--- config.mk ---
export PLATFORM = sky130hd
export DESIGN_NAME = ascii_can_frame_parser
export DESIGN_NICKNAME = d
export VERILOG_FILES = /design/src/rtl/acfp_pkg.sv /design/src/rtl/ascii_can_frame_parser.sv
export SDC_FILE = /design/constraint.sdc
export NUM_CORES = 1
export LEC_CHECK = 0
export ABC_CLOCK_PERIOD_IN_PS = 7080
export BUFFER_PORTS_ARGS = -buffer_cell sky130_fd_sc_hd__buf_2
export CAP_MARGIN = 20
export CORE_MARGIN = 2
export CORE_UTILIZATION = 45
export CTS_BUF_LIST = sky130_fd_sc_hd__clkbuf_4 sky130_fd_sc_hd__clkbuf_8
export DETAILED_ROUTE_END_ITERATION = 16
export PLACE_DENSITY_LB_ADDON = 0.12
export SKIP_CTS_REPAIR_TIMING = 1
export SLEW_MARGIN = 30
export SYNTH_ARGS = -nofsm -noshare
export SYNTH_HDL_FRONTEND = slang
export SYNTH_SLANG_ARGS = --single-unit
--- constraint.sdc ---
create_clock -name clk -period 7.08 [get_ports clk]
set_clock_uncertainty 0.1 [all_clocks]
set_input_delay 0.708 -clock clk [delete_from_list [all_inputs] [get_ports clk]]
set_output_delay 0.708 -clock clk [all_outputs]
set_load 0.005 [all_outputs]
--- src/rtl/acfp_pkg.sv ---
// ----------------------------------------------------------------------------
// acfp_pkg
// Shared constants and digit decode for the ASCII CAN frame line parser.
// ----------------------------------------------------------------------------
package acfp_pkg;

  localparam int MAX_DATA_BYTES = 8;

  localparam logic [7:0] CHAR_ZERO    = 8'h30;  // '0'
  localparam logic [7:0] CHAR_UPPER_A = 8'h41;  // 'A'
  localparam logic [7:0] CHAR_LOWER_A = 8'h61;  // 'a'
  localparam logic [7:0] CHAR_UPPER_R = 8'h52;  // 'R'
  localparam logic [7:0] CHAR_UPPER_T = 8'h54;  // 'T'
  localparam logic [7:0] CHAR_LOWER_R = 8'h72;  // 'r'

  localparam logic [4:0] DPOS_EXT = 5'd9;
  localparam logic [4:0] DPOS_STD = 5'd4;
  localparam logic [4:0] POS_MAX  = 5'd31;

  localparam int IN_DATA_W  = 8;
  localparam int OUT_DATA_W = 104;  // 100 bits of fields, padded to bytes
  localparam int OUT_USER_W = 3;

  // Hex digit decode without validation, wraps mod 256.
  function automatic logic [7:0] digit_value(input logic [7:0] c);
    logic [7:0] v;
    if (c >= CHAR_LOWER_A) begin
      v = c - CHAR_LOWER_A + 8'd10;
    end else if (c >= CHAR_UPPER_A) begin
      v = c - CHAR_UPPER_A + 8'd10;
    end else begin
      v = c - CHAR_ZERO;
    end
    return v;
  endfunction

  function automatic logic [7:0] pair_value(input logic [7:0] hi, input logic [7:0] lo);
    return {hi[3:0], 4'b0000} | lo;
  endfunction

endpackage

--- src/rtl/ascii_can_frame_parser.sv ---
// ----------------------------------------------------------------------------
// ascii_can_frame_parser
// Receive-side parser for ASCII CAN frame lines, one character per transfer.
// ----------------------------------------------------------------------------
// Usage:
//   The slave side takes one character per transfer on in_tdata, with
//   in_tlast marking the final character of a line. A line that starts with
//   R or T is extended (8 id digits), any other start is standard (3 digits);
//   r or R marks a remote frame. On the last character one result leaves on
//   the master side: out_tuser carries the ok/extended/remote flags and
//   out_tdata the identifier, length and payload. A rejected line gives ok
//   low and all other fields zero. Characters without tlast give no result.
//   A result becomes valid once the last character has passed through the
//   input register and been decoded into the result register, unless a
//   stalled result holds it back. Throughput: one character per cycle while
//   no line end waits on a stalled result, set by the single decode stage
//   between the input register and the line state / result register.
//   When the receiver stalls, the result is held; characters that do not end
//   a line keep flowing, and a line end waits in the input register until
//   the result slot frees. Reset clears the line state and both valid flags.
// ----------------------------------------------------------------------------
module ascii_can_frame_parser (
  input  logic                            clk,
  input  logic                            rst_n,
  input  logic                            in_tvalid,
  output logic                            in_tready,
  input  logic [acfp_pkg::IN_DATA_W-1:0]  in_tdata,   // [7:0] character
  input  logic                            in_tlast,
  output logic                            out_tvalid,
  input  logic                            out_tready,
  output logic [acfp_pkg::OUT_DATA_W-1:0] out_tdata,  // [31:0] identifier,
                                                      // [35:32] length,
                                                      // [99:36] payload, zero pad
  output logic [acfp_pkg::OUT_USER_W-1:0] out_tuser   // [0] ok, [1] extended,
                                                      // [2] remote
);
  import acfp_pkg::*;

  // input register
  logic       in_valid_r;
  logic [7:0] char_r;
  logic       last_r;

  // line state
  logic [4:0]  pos_r, pos_nxt;
  logic        ext_r, ext_nxt;
  logic        rem_r, rem_nxt;
  logic [31:0] id_r, id_nxt;
  logic [7:0]  dcount_r, dcount_nxt;
  logic [63:0] data_r, data_nxt;
  logic [7:0]  hi_r, hi_nxt;

  // result register
  logic                  out_valid_r;
  logic [OUT_DATA_W-1:0] out_data_r, out_data_nxt;
  logic [OUT_USER_W-1:0] out_user_r, out_user_nxt;

  logic        proc;
  logic        ext_cur, rem_cur;
  logic [7:0]  nib, pair;
  logic [4:0]  dpos, off;
  logic [3:0]  k;
  logic [5:0]  exp_pos;
  logic        ok;
  logic [31:0] id_cur;
  logic [7:0]  dcount_cur;
  logic [63:0] data_cur;

  // a line end may only advance when the result slot is free
  assign proc      = in_valid_r && (!last_r || !out_valid_r || out_tready);
  assign in_tready = !in_valid_r || proc;

  assign nib     = digit_value(char_r);
  assign pair    = pair_value(hi_r, nib);
  assign ext_cur = (pos_r == 5'd0) ? (char_r == CHAR_UPPER_R || char_r == CHAR_UPPER_T)
                                   : ext_r;
  assign rem_cur = (pos_r == 5'd0) ? (char_r == CHAR_LOWER_R || char_r == CHAR_UPPER_R)
                                   : rem_r;
  assign dpos    = ext_cur ? DPOS_EXT : DPOS_STD;
  assign off     = pos_r - dpos - 5'd1;
  assign k       = off[4:1];

  always_comb begin
    id_cur     = id_r;
    dcount_cur = dcount_r;
    data_cur   = data_r;
    hi_nxt     = hi_r;
    if (pos_r > 5'd0 && pos_r < dpos) begin
      if (ext_cur) begin
        if (pos_r[0]) begin
          hi_nxt = nib;
        end else begin
          id_cur = {id_r[23:0], pair};
        end
      end else begin
        priority if (pos_r == 5'd1) begin
          id_cur = {16'b0, nib, 8'b0};
        end else if (pos_r == 5'd2) begin
          hi_nxt = nib;
        end else begin
          id_cur = {16'b0, id_r[15:0] | {8'b0, pair}};
        end
      end
    end else if (pos_r == dpos) begin
      dcount_cur = char_r - CHAR_ZERO;
    end else if (pos_r > dpos) begin
      if (!off[0]) begin
        hi_nxt = nib;
      end else if (k < 4'(MAX_DATA_BYTES)) begin
        data_cur = data_r | ({56'b0, pair} << {k[2:0], 3'b000});
      end
    end
  end

  // final checks use this character's updates
  assign exp_pos = {dcount_cur[4:0], 1'b0} + {1'b0, dpos};

  always_comb begin
    priority if (pos_r < dpos) begin
      ok = 1'b0;
    end else if (dcount_cur > 8'(MAX_DATA_BYTES)) begin
      ok = 1'b0;
    end else if (rem_cur) begin
      ok = (pos_r == dpos);
    end else begin
      ok = ({1'b0, pos_r} == exp_pos);
    end
  end

  always_comb begin
    if (ok) begin
      out_user_nxt = {rem_cur, ext_cur, 1'b1};
      out_data_nxt = {4'b0, (rem_cur ? 64'b0 : data_cur), dcount_cur[3:0], id_cur};
    end else begin
      out_user_nxt = '0;
      out_data_nxt = '0;
    end
  end

  always_comb begin
    if (last_r) begin
      pos_nxt    = '0;
      ext_nxt    = 1'b0;
      rem_nxt    = 1'b0;
      id_nxt     = '0;
      dcount_nxt = '0;
      data_nxt   = '0;
    end else begin
      pos_nxt    = (pos_r < POS_MAX) ? pos_r + 5'd1 : pos_r;
      ext_nxt    = ext_cur;
      rem_nxt    = rem_cur;
      id_nxt     = id_cur;
      dcount_nxt = dcount_cur;
      data_nxt   = data_cur;
    end
  end

  always_ff @(posedge clk) begin
    if (!rst_n) begin
      in_valid_r  <= 1'b0;
      out_valid_r <= 1'b0;
      pos_r       <= '0;
      ext_r       <= 1'b0;
      rem_r       <= 1'b0;
      id_r        <= '0;
      dcount_r    <= '0;
      data_r      <= '0;
      hi_r        <= '0;
    end else begin
      if (in_tready) begin
        in_valid_r <= in_tvalid;
      end
      if (proc) begin
        pos_r    <= pos_nxt;
        ext_r    <= ext_nxt;
        rem_r    <= rem_nxt;
        id_r     <= id_nxt;
        dcount_r <= dcount_nxt;
        data_r   <= data_nxt;
        hi_r     <= last_r ? 8'd0 : hi_nxt;
      end
      if (proc && last_r) begin
        out_valid_r <= 1'b1;
      end else if (out_tready) begin
        out_valid_r <= 1'b0;
      end
    end
  end

  always_ff @(posedge clk) begin
    if (in_tready) begin
      char_r <= in_tdata;
      last_r <= in_tlast;
    end
    if (proc && last_r) begin
      out_data_r <= out_data_nxt;
      out_user_r <= out_user_nxt;
    end
  end

  assign out_tvalid = out_valid_r;
  assign out_tdata  = out_data_r;
  assign out_tuser  = out_user_r;

endmodule

==> results_dict.tcl, run 1 <==
set metrics [dict create \
    status "finished, final reports clean" \
    finalSetupViolations 0 \
    worstSetupPathType "flip-flop to flip-flop" \
    finalHoldViolCount 0 \
    synth_edf_count 112 \
    period_share_pct 86.6 \
    wl_mm 24.7 \
    mostFrequentLayoutCells "175 x nor2_1, 149 x a21oi_1, 117 x dfxtp_1, 117 x buf_2, 112 x edfxtp_1" \
    drt_pass1_iterations 5 \
    wire_per_inst_um 17.9 \
    dp_hpwl_mm 16.0 \
    start_kind "flip-flop" \
    yosysUniqueCellTypes 78 \
    viasPerCell 5.45 \
    drt_iter0_markers 511 \
    insertion_delay_ns 0.53 \
    cts_sinks 229 \
    worstPathMaxFanout 64 \
    required_ns 7.35 \
    min_delay_path_depth 1 \
    timing.rr.start "pos_r[1]" \
    r2r_cells 20 \
    chipHeight_um 152 \
    yosys-top-cells-area "edfxtp_1 34%, dfxtp_1 24%, a21oi_1 7.5%" \
    grt_pass1_wl_mm 39.2 \
    cp.arrival_ns 6.40 \
    fin_crit_ns 6.13 \
    numCtsBuffers 38 \
    dr_total_vias 7491 \
    p_per_area_nw_per_um2 245 \
    place_ws_ns 1.05 \
    pwr-share-clk_pct 44.4 \
    cp_cell_sequence "inv_1 -> ha_1 -> or4b_4 -> and2_1 -> or2_2 -> buf_4 -> ha_1 -> nand2_1 -> o211a_4 -> nor2_2 -> mux2_2 -> ha_1 -> fa_1 -> xor2_1 -> nand2_1 -> a21oi_1 -> o221a_2 -> or3b_2 -> buf_12 -> nor2_1" \
    syn_to_final_growth_pct 16.5 \
    holdCritPathClass "input port to flip-flop" \
    leakage_nw 4.32 \
    die_area_um2 23200 \
    clock.fmax_mhz 163 \
    synthFlopType "dfxtp_1" \
    ant_nets 0 \
    htreeDepth 2 \
    pwr-share-seq_pct 49.9 \
    cp_common_cell "ha_1" \
    rsz0062_at_grt "false" \
    antenna_found_initial 0 \
    gr-total-overflow 0 \
    min_from "in_tdata[4]" \
    cp_slowest_cell "or4b_4" \
    whs_endpoint "char_r[4]" \
    path_buf_inv 3 \
    crit_path_end_kind "flip-flop" \
    core_um2 21700 \
    ir_drop_uv 128 \
    worst_slack_ns 0.950 \
    fin_setup_tns_ns 0 \
    yosysWarnings 0 \
    num_io_pins 122 \
    crit_family "simple AND/OR/NAND/NOR gates" \
    clkSlewWorstSetupHoldPaths_ns 0.06 \
    combPwrFrac_pct 5.7 \
    critPathMaxStageDelay_ns 0.51 \
    synth-seq-cells 229 \
    fin_area_um2 11500 \
    initial_utilization_pct 45.7 \
    grt_pass1_vias 7159 \
    drv_slew 0 \
    yosys.area.top_type "edfxtp_1" \
    layout_commonest_cell "nor2_1" \
    async_flop_share_pct 0 \
    netlist_area_um2 9910 \
    syn_area_per_cell_um2 10.4 \
    synth_top_area_share_pct 34.0 \
    postPlaceCellArea_um2 10700 \
    post-route-drc-count 0 \
    seq_area_frac_synth_pct 57.6 \
    maxCapViolCount 0 \
    tritoncts "done" \
    rows 54 \
    port_buffers 117 \
    p_int_mw 2.18 \
    grt_max_degree 68 \
    grt_usage_pct 20.9 \
    rrSetupSlack_ns 0.95 \
    netlist_instances 951 \
    ctsRootBufferMaster "clkbuf_8" \
    drive_gt1_share_pct 21.1 \
    worstMarginPinSlew_ns 0.965 \
    r2r_end "out_tdata[53]" \
    slew_headroom_pct 35.5 \
    fin_nets 1098 \
    place_inst 1304 \
    gp_congestion 0.895 \
    swShare_pct 22.9 \
    die_w_um 152 \
    antenna_cells 0 \
    critical_path_depth 20 \
    p_switching_mw 0.648 \
    final_cells 1375 \
    cts_buffer_depth 3 \
]
## through the flow
step                      hold WS (ns)  total power [mW]  util (%)
after global placement           0.345              1.60      49.2
after detailed placement         0.351              1.60      49.2
after global routing             0.231              2.93      53.2
final                            0.253              2.83      53.2
after CTS                        0.224              2.86      53.1
after floorplan                  0.334              1.54         -
## Yosys cell counts (3+ instances only)
cell / count
edfxtp_1: 112
nand4_1: 4
buf_6: 8
a22o_1: 27
o21ai_0: 20
xor2_1: 6
or2_2: 4
nand2_1: 33
a21oi_1: 149
mux2_2: 3
buf_2: 19
o31a_1: 3
ha_1: 19
a32o_1: 5
o21a_1: 7
clkbuf_1: 25
mux2i_1: 17
dfxtp_1: 117
inv_1: 17
nor3_1: 26
nor2b_1: 22
o221ai_1: 3
nor2_1: 178
a21o_1: 5
nand3_1: 13
buf_1: 3
and3_1: 4
a32oi_1: 4
a22oi_1: 14
and2_1: 8
buf_4: 6
xnor2_1: 9
a31oi_1: 4
## layer usage
metal | vias to the layer above | routed length [µm] | GRT usage (%)
met1 | 3531 | 11700 | 30.4
met5 | - | 0 | 0
li1 | 3665 | - | -
met3 | 49 | 1680 | 3.95
met4 | 0 | 503 | 5.70
met2 | 246 | 10800 | 32.3
## how the worst max path moves through the flow
stage / startpoint / to / slack (ns)
finish: pos_r[1] / out_tdata[53] / 0.95
global route: pos_r[1] / out_tdata[89] / 0.66
CTS: pos_r[1] / out_tdata[11] / 1.01
detailed placement: pos_r[1] / out_tdata[11] / 1.05
global placement: pos_r[1] / out_tdata[11] / 1.16
floorplan: out_tready / out_tdata[0] / 0.96
## cell type report
class,count,area (µm²)
clock buffer,61,739
clock inverter,9,100
fill,1991,10100
inverter,17,63.8
multi-input combinational,646,3840
sequential,229,5710
tap,280,350
timing repair buffer,133,738
## power groups by stage
stage | registers (mW) | clock network [mW] | logic (mW)
global route | 1.41 | 1.34 | 0.173
CTS | 1.41 | 1.29 | 0.158
detailed placement | 1.44 | 0 | 0.158
global placement | 1.44 | 0 | 0.158
floorplan | 1.44 | 0 | 0.0993
finish | 1.41 | 1.26 | 0.160
## sequential cells by signal, summed over array words and instances, names as in the netlist
| register | cells |
|---|---|
| ext_r | 1 |
| rem_r | 1 |
| pos_r | 5 |
| hi_r | 4 |
| out_tuser | 3 |
| id_r | 32 |
| char_r | 8 |
| last_r | 1 |
| dcount_r | 8 |
| out_tdata | 100 |
| in_valid_r | 1 |
| data_r | 64 |
| out_tvalid | 1 |
## cell families (layout without fill, tap and decap cells)
family	Yosys count	in the layout	share of synthesized area, %
simple gates	312	312	14.3
xor+xnor	15	15	1.33
mux	20	20	2.06
buf+inv	79	220	4.08
compound gates	275	275	17.9
fa+ha+maj	20	20	2.60
other cells	1	4	0.0379
flops	229	229	57.6
Note: power is estimated with default switching activity, not from simulation.
==> run 2, diff against run 1 <==
--- a/config.mk
+++ b/config.mk
@@ -5,6 +5,7 @@
 export SDC_FILE = /design/constraint.sdc
 export NUM_CORES = 1
 export LEC_CHECK = 0
+export ABC_AREA = 1
 export ABC_CLOCK_PERIOD_IN_PS = 7080
 export BUFFER_PORTS_ARGS = -buffer_cell sky130_fd_sc_hd__buf_2
 export CAP_MARGIN = 20
==> run 2 against run 1 <==
  * Critical path type unchanged
  * Sequential power barely moved
  * Combinational power rose by 33%
  * Design area rose by 11%
  * Die area rose by 11%
  * First-iteration DRC count rose by 19%
  * Register-to-register slack improved by 0.32 ns
  * Flip-flop and latch count did not move
  * Non-clock buffer count fell by 3
  * Via count rose by 18%
==> results_dict.tcl, run 2 <==
set metrics [dict create \
    status "finished, final reports clean" \
    min_from "in_tdata[5]" \
    chipHeight_um 161 \
    die_w_um 161 \
    port_buffers 117 \
    final_cells 1778 \
    netlist_area_um2 11100 \
    ir_drop_uv 147 \
    synth-seq-cells 229 \
    die_area_um2 25800 \
    gp_congestion 0.913 \
    insertion_delay_ns 0.55 \
    holdCritPathClass "input port to flip-flop" \
    dr_total_vias 8809 \
    nFillCells 2291 \
    grt_pass1_wl_mm 44.9 \
    start_kind "flip-flop" \
    wl_mm 27.6 \
    cp.arrival_ns 6.12 \
    postPlaceCellArea_um2 11800 \
    drt_iter0_markers 609 \
    final_util_pct 52.7 \
    required_ns 7.39 \
    antenna_cells 0 \
    finalSetupViolations 0 \
    fin_crit_ns 5.81 \
    dp_hpwl_mm 18.2 \
    synth_edf_count 112 \
    worstMarginPinSlew_ns 0.836 \
    fin_nets 1455 \
    post-route-drc-count 0 \
    maxCapViolCount 0 \
    finalHoldViolCount 0 \
    netlist_instances 1310 \
    crit_path_end_kind "flip-flop" \
    gr-total-overflow 0 \
    mostFrequentLayoutCells "250 x nand2_1, 149 x inv_1, 132 x nor2_1" \
    synth_common_cells "251 x nand2_1, 150 x inv_1, 133 x nor2_1" \
    grt_pass1_vias 8321 \
    drt_pass1_iterations 5 \
    timing.rr.start "pos_r[0]" \
    seq_area_frac_synth_pct 51.6 \
    grt_usage_pct 21.6 \
    cts_sinks 229 \
    antenna_found_initial 0 \
    viasPerCell 4.95 \
    wire_per_inst_um 15.6 \
    drv_slew 0 \
    core_um2 24200 \
    syn_area_per_cell_um2 8.44 \
    htreeDepth 2 \
    yosysUniqueCellTypes 44 \
    syn_to_final_growth_pct 15.7 \
    yosys.area.top_type "edfxtp_1" \
    clkSlewWorstSetupHoldPaths_ns 0.08 \
    initial_utilization_pct 45.6 \
    rows 57 \
    async_flop_share_pct 0 \
    num_io_pins 122 \
    worstPathMaxFanout 44 \
    fin_area_um2 12800 \
    worstSetupPathType "flip-flop to flip-flop" \
    grt_max_degree 73 \
    yosysMostFrequentCell "nand2_1" \
    drive_gt1_share_pct 20.4 \
    tritoncts "done" \
    p_per_area_nw_per_um2 240 \
    synthFlopType "dfxtp_1" \
    place_inst 1704 \
    period_share_pct 82.1 \
    crit_start "pos_r[0]" \
    rrSetupSlack_ns 1.27 \
    yosys-top-cells-area "edfxtp_1 30%, dfxtp_1 21%, nand2_1 8.5%" \
    synth_top_area_share_pct 30.4 \
    largest_reg_flops 100 \
    cts_buffer_depth 3 \
    ant_nets 0 \
    layout_commonest_cell "nand2_1" \
    numCtsBuffers 40 \
    leakage_nw 4.79 \
    slew_headroom_pct 43.7 \
    clock.fmax_mhz 172 \
    fin_setup_tns_ns 0 \
    rsz0062_at_grt "false" \
    ctsRootBufferMaster "clkbuf_8" \
    yosysWarnings 0 \
]
-- run 2: changes by cell type after synthesis, moves of 38 or more --
cell / before / now
nand2_1: 33 / 251
nor2_1: 178 / 133
a21oi_1: 149 / 79
nand3_1: 13 / 72
nor2_2: 1 / 72
o21ai_0: 20 / 118
inv_1: 17 / 150
o21bai_1: 2 / 40
-- run 2: area by class of cell --
type	count	area (µm²)	area share, %
clock buffers	52	672	5.25
repair buffers	130	687	5.37
multi-input cells	866	4450	34.8
flip-flops and latches	229	5710	44.6
clock inverters	22	289	2.26
well taps	324	405	3.17
inverters	155	584	4.57
-- run 2: cells by family after synthesis --
family | share of synthesized area, %
flops | 51.6
xor+xnor | 0.555
other cells | 0.0339
buf+inv | 8.40
compound gates | 13.3
simple gates | 23.7
fa+ha+maj | 2.33
-- run 2: metal layers --
layer	vias to the layer above	track usage, %	wire [µm]
li1	4494	-	-
met1	4052	31.1	13100
met2	220	33.9	12500
met3	43	3.38	1390
met4	0	6.13	675
met5	-	0	0
-- run 2: worst paths after layout --
path                                       to  cells past startpoint
worst max-delay path            out_tdata[96]                     24
worst min-delay path                char_r[5]                      1
worst max register to register  out_tdata[96]                     24
worst min register to register    dcount_r[6]                      2
-- run 2: stage by stage --
| stage | worst slack [ns] | power, mW | hold slack, ns |
|---|---|---|---|
| 4_1_cts | 1.26 | 3.10 | 0.198 |
| 5_1_grt | 0.808 | 3.19 | 0.198 |
| 2_1_floorplan | 2.67 | 1.58 | 0.336 |
| 3_3_place_gp | 1.40 | 1.66 | 0.352 |
| 6_report | 1.27 | 3.07 | 0.231 |
| 3_5_place_dp | 1.26 | 1.66 | 0.354 |
-- run 2: power breakdown --
group | leakage (nW) | internal [mW] | switching, mW
clock network | 0.496 | 0.882 | 0.560
registers | 2.00 | 1.40 | 0.0110
logic | 2.29 | 0.0560 | 0.158
-- run 2: critical path: stages (launching register included) --
cell,delay (ns)
dfxtp_1,0.38
inv_1,0.23
ha_1,0.20
nand3_2,0.19
inv_1,0.10
nand3_1,0.11
nand2_1,0.26
inv_2,0.18
ha_1,0.42
nand2_1,0.09
nor2_1,0.09
nand2_1,0.25
o21ai_1,0.20
nand2_1,0.07
nand2_1,0.14
inv_1,0.09
ha_1,0.23
fa_1,0.56
o21ai_0,0.09
a211oi_1,0.21
nand2_1,0.09
nor2_1,0.18
nand3_4,0.60
buf_4,0.46
nor2_2,0.11
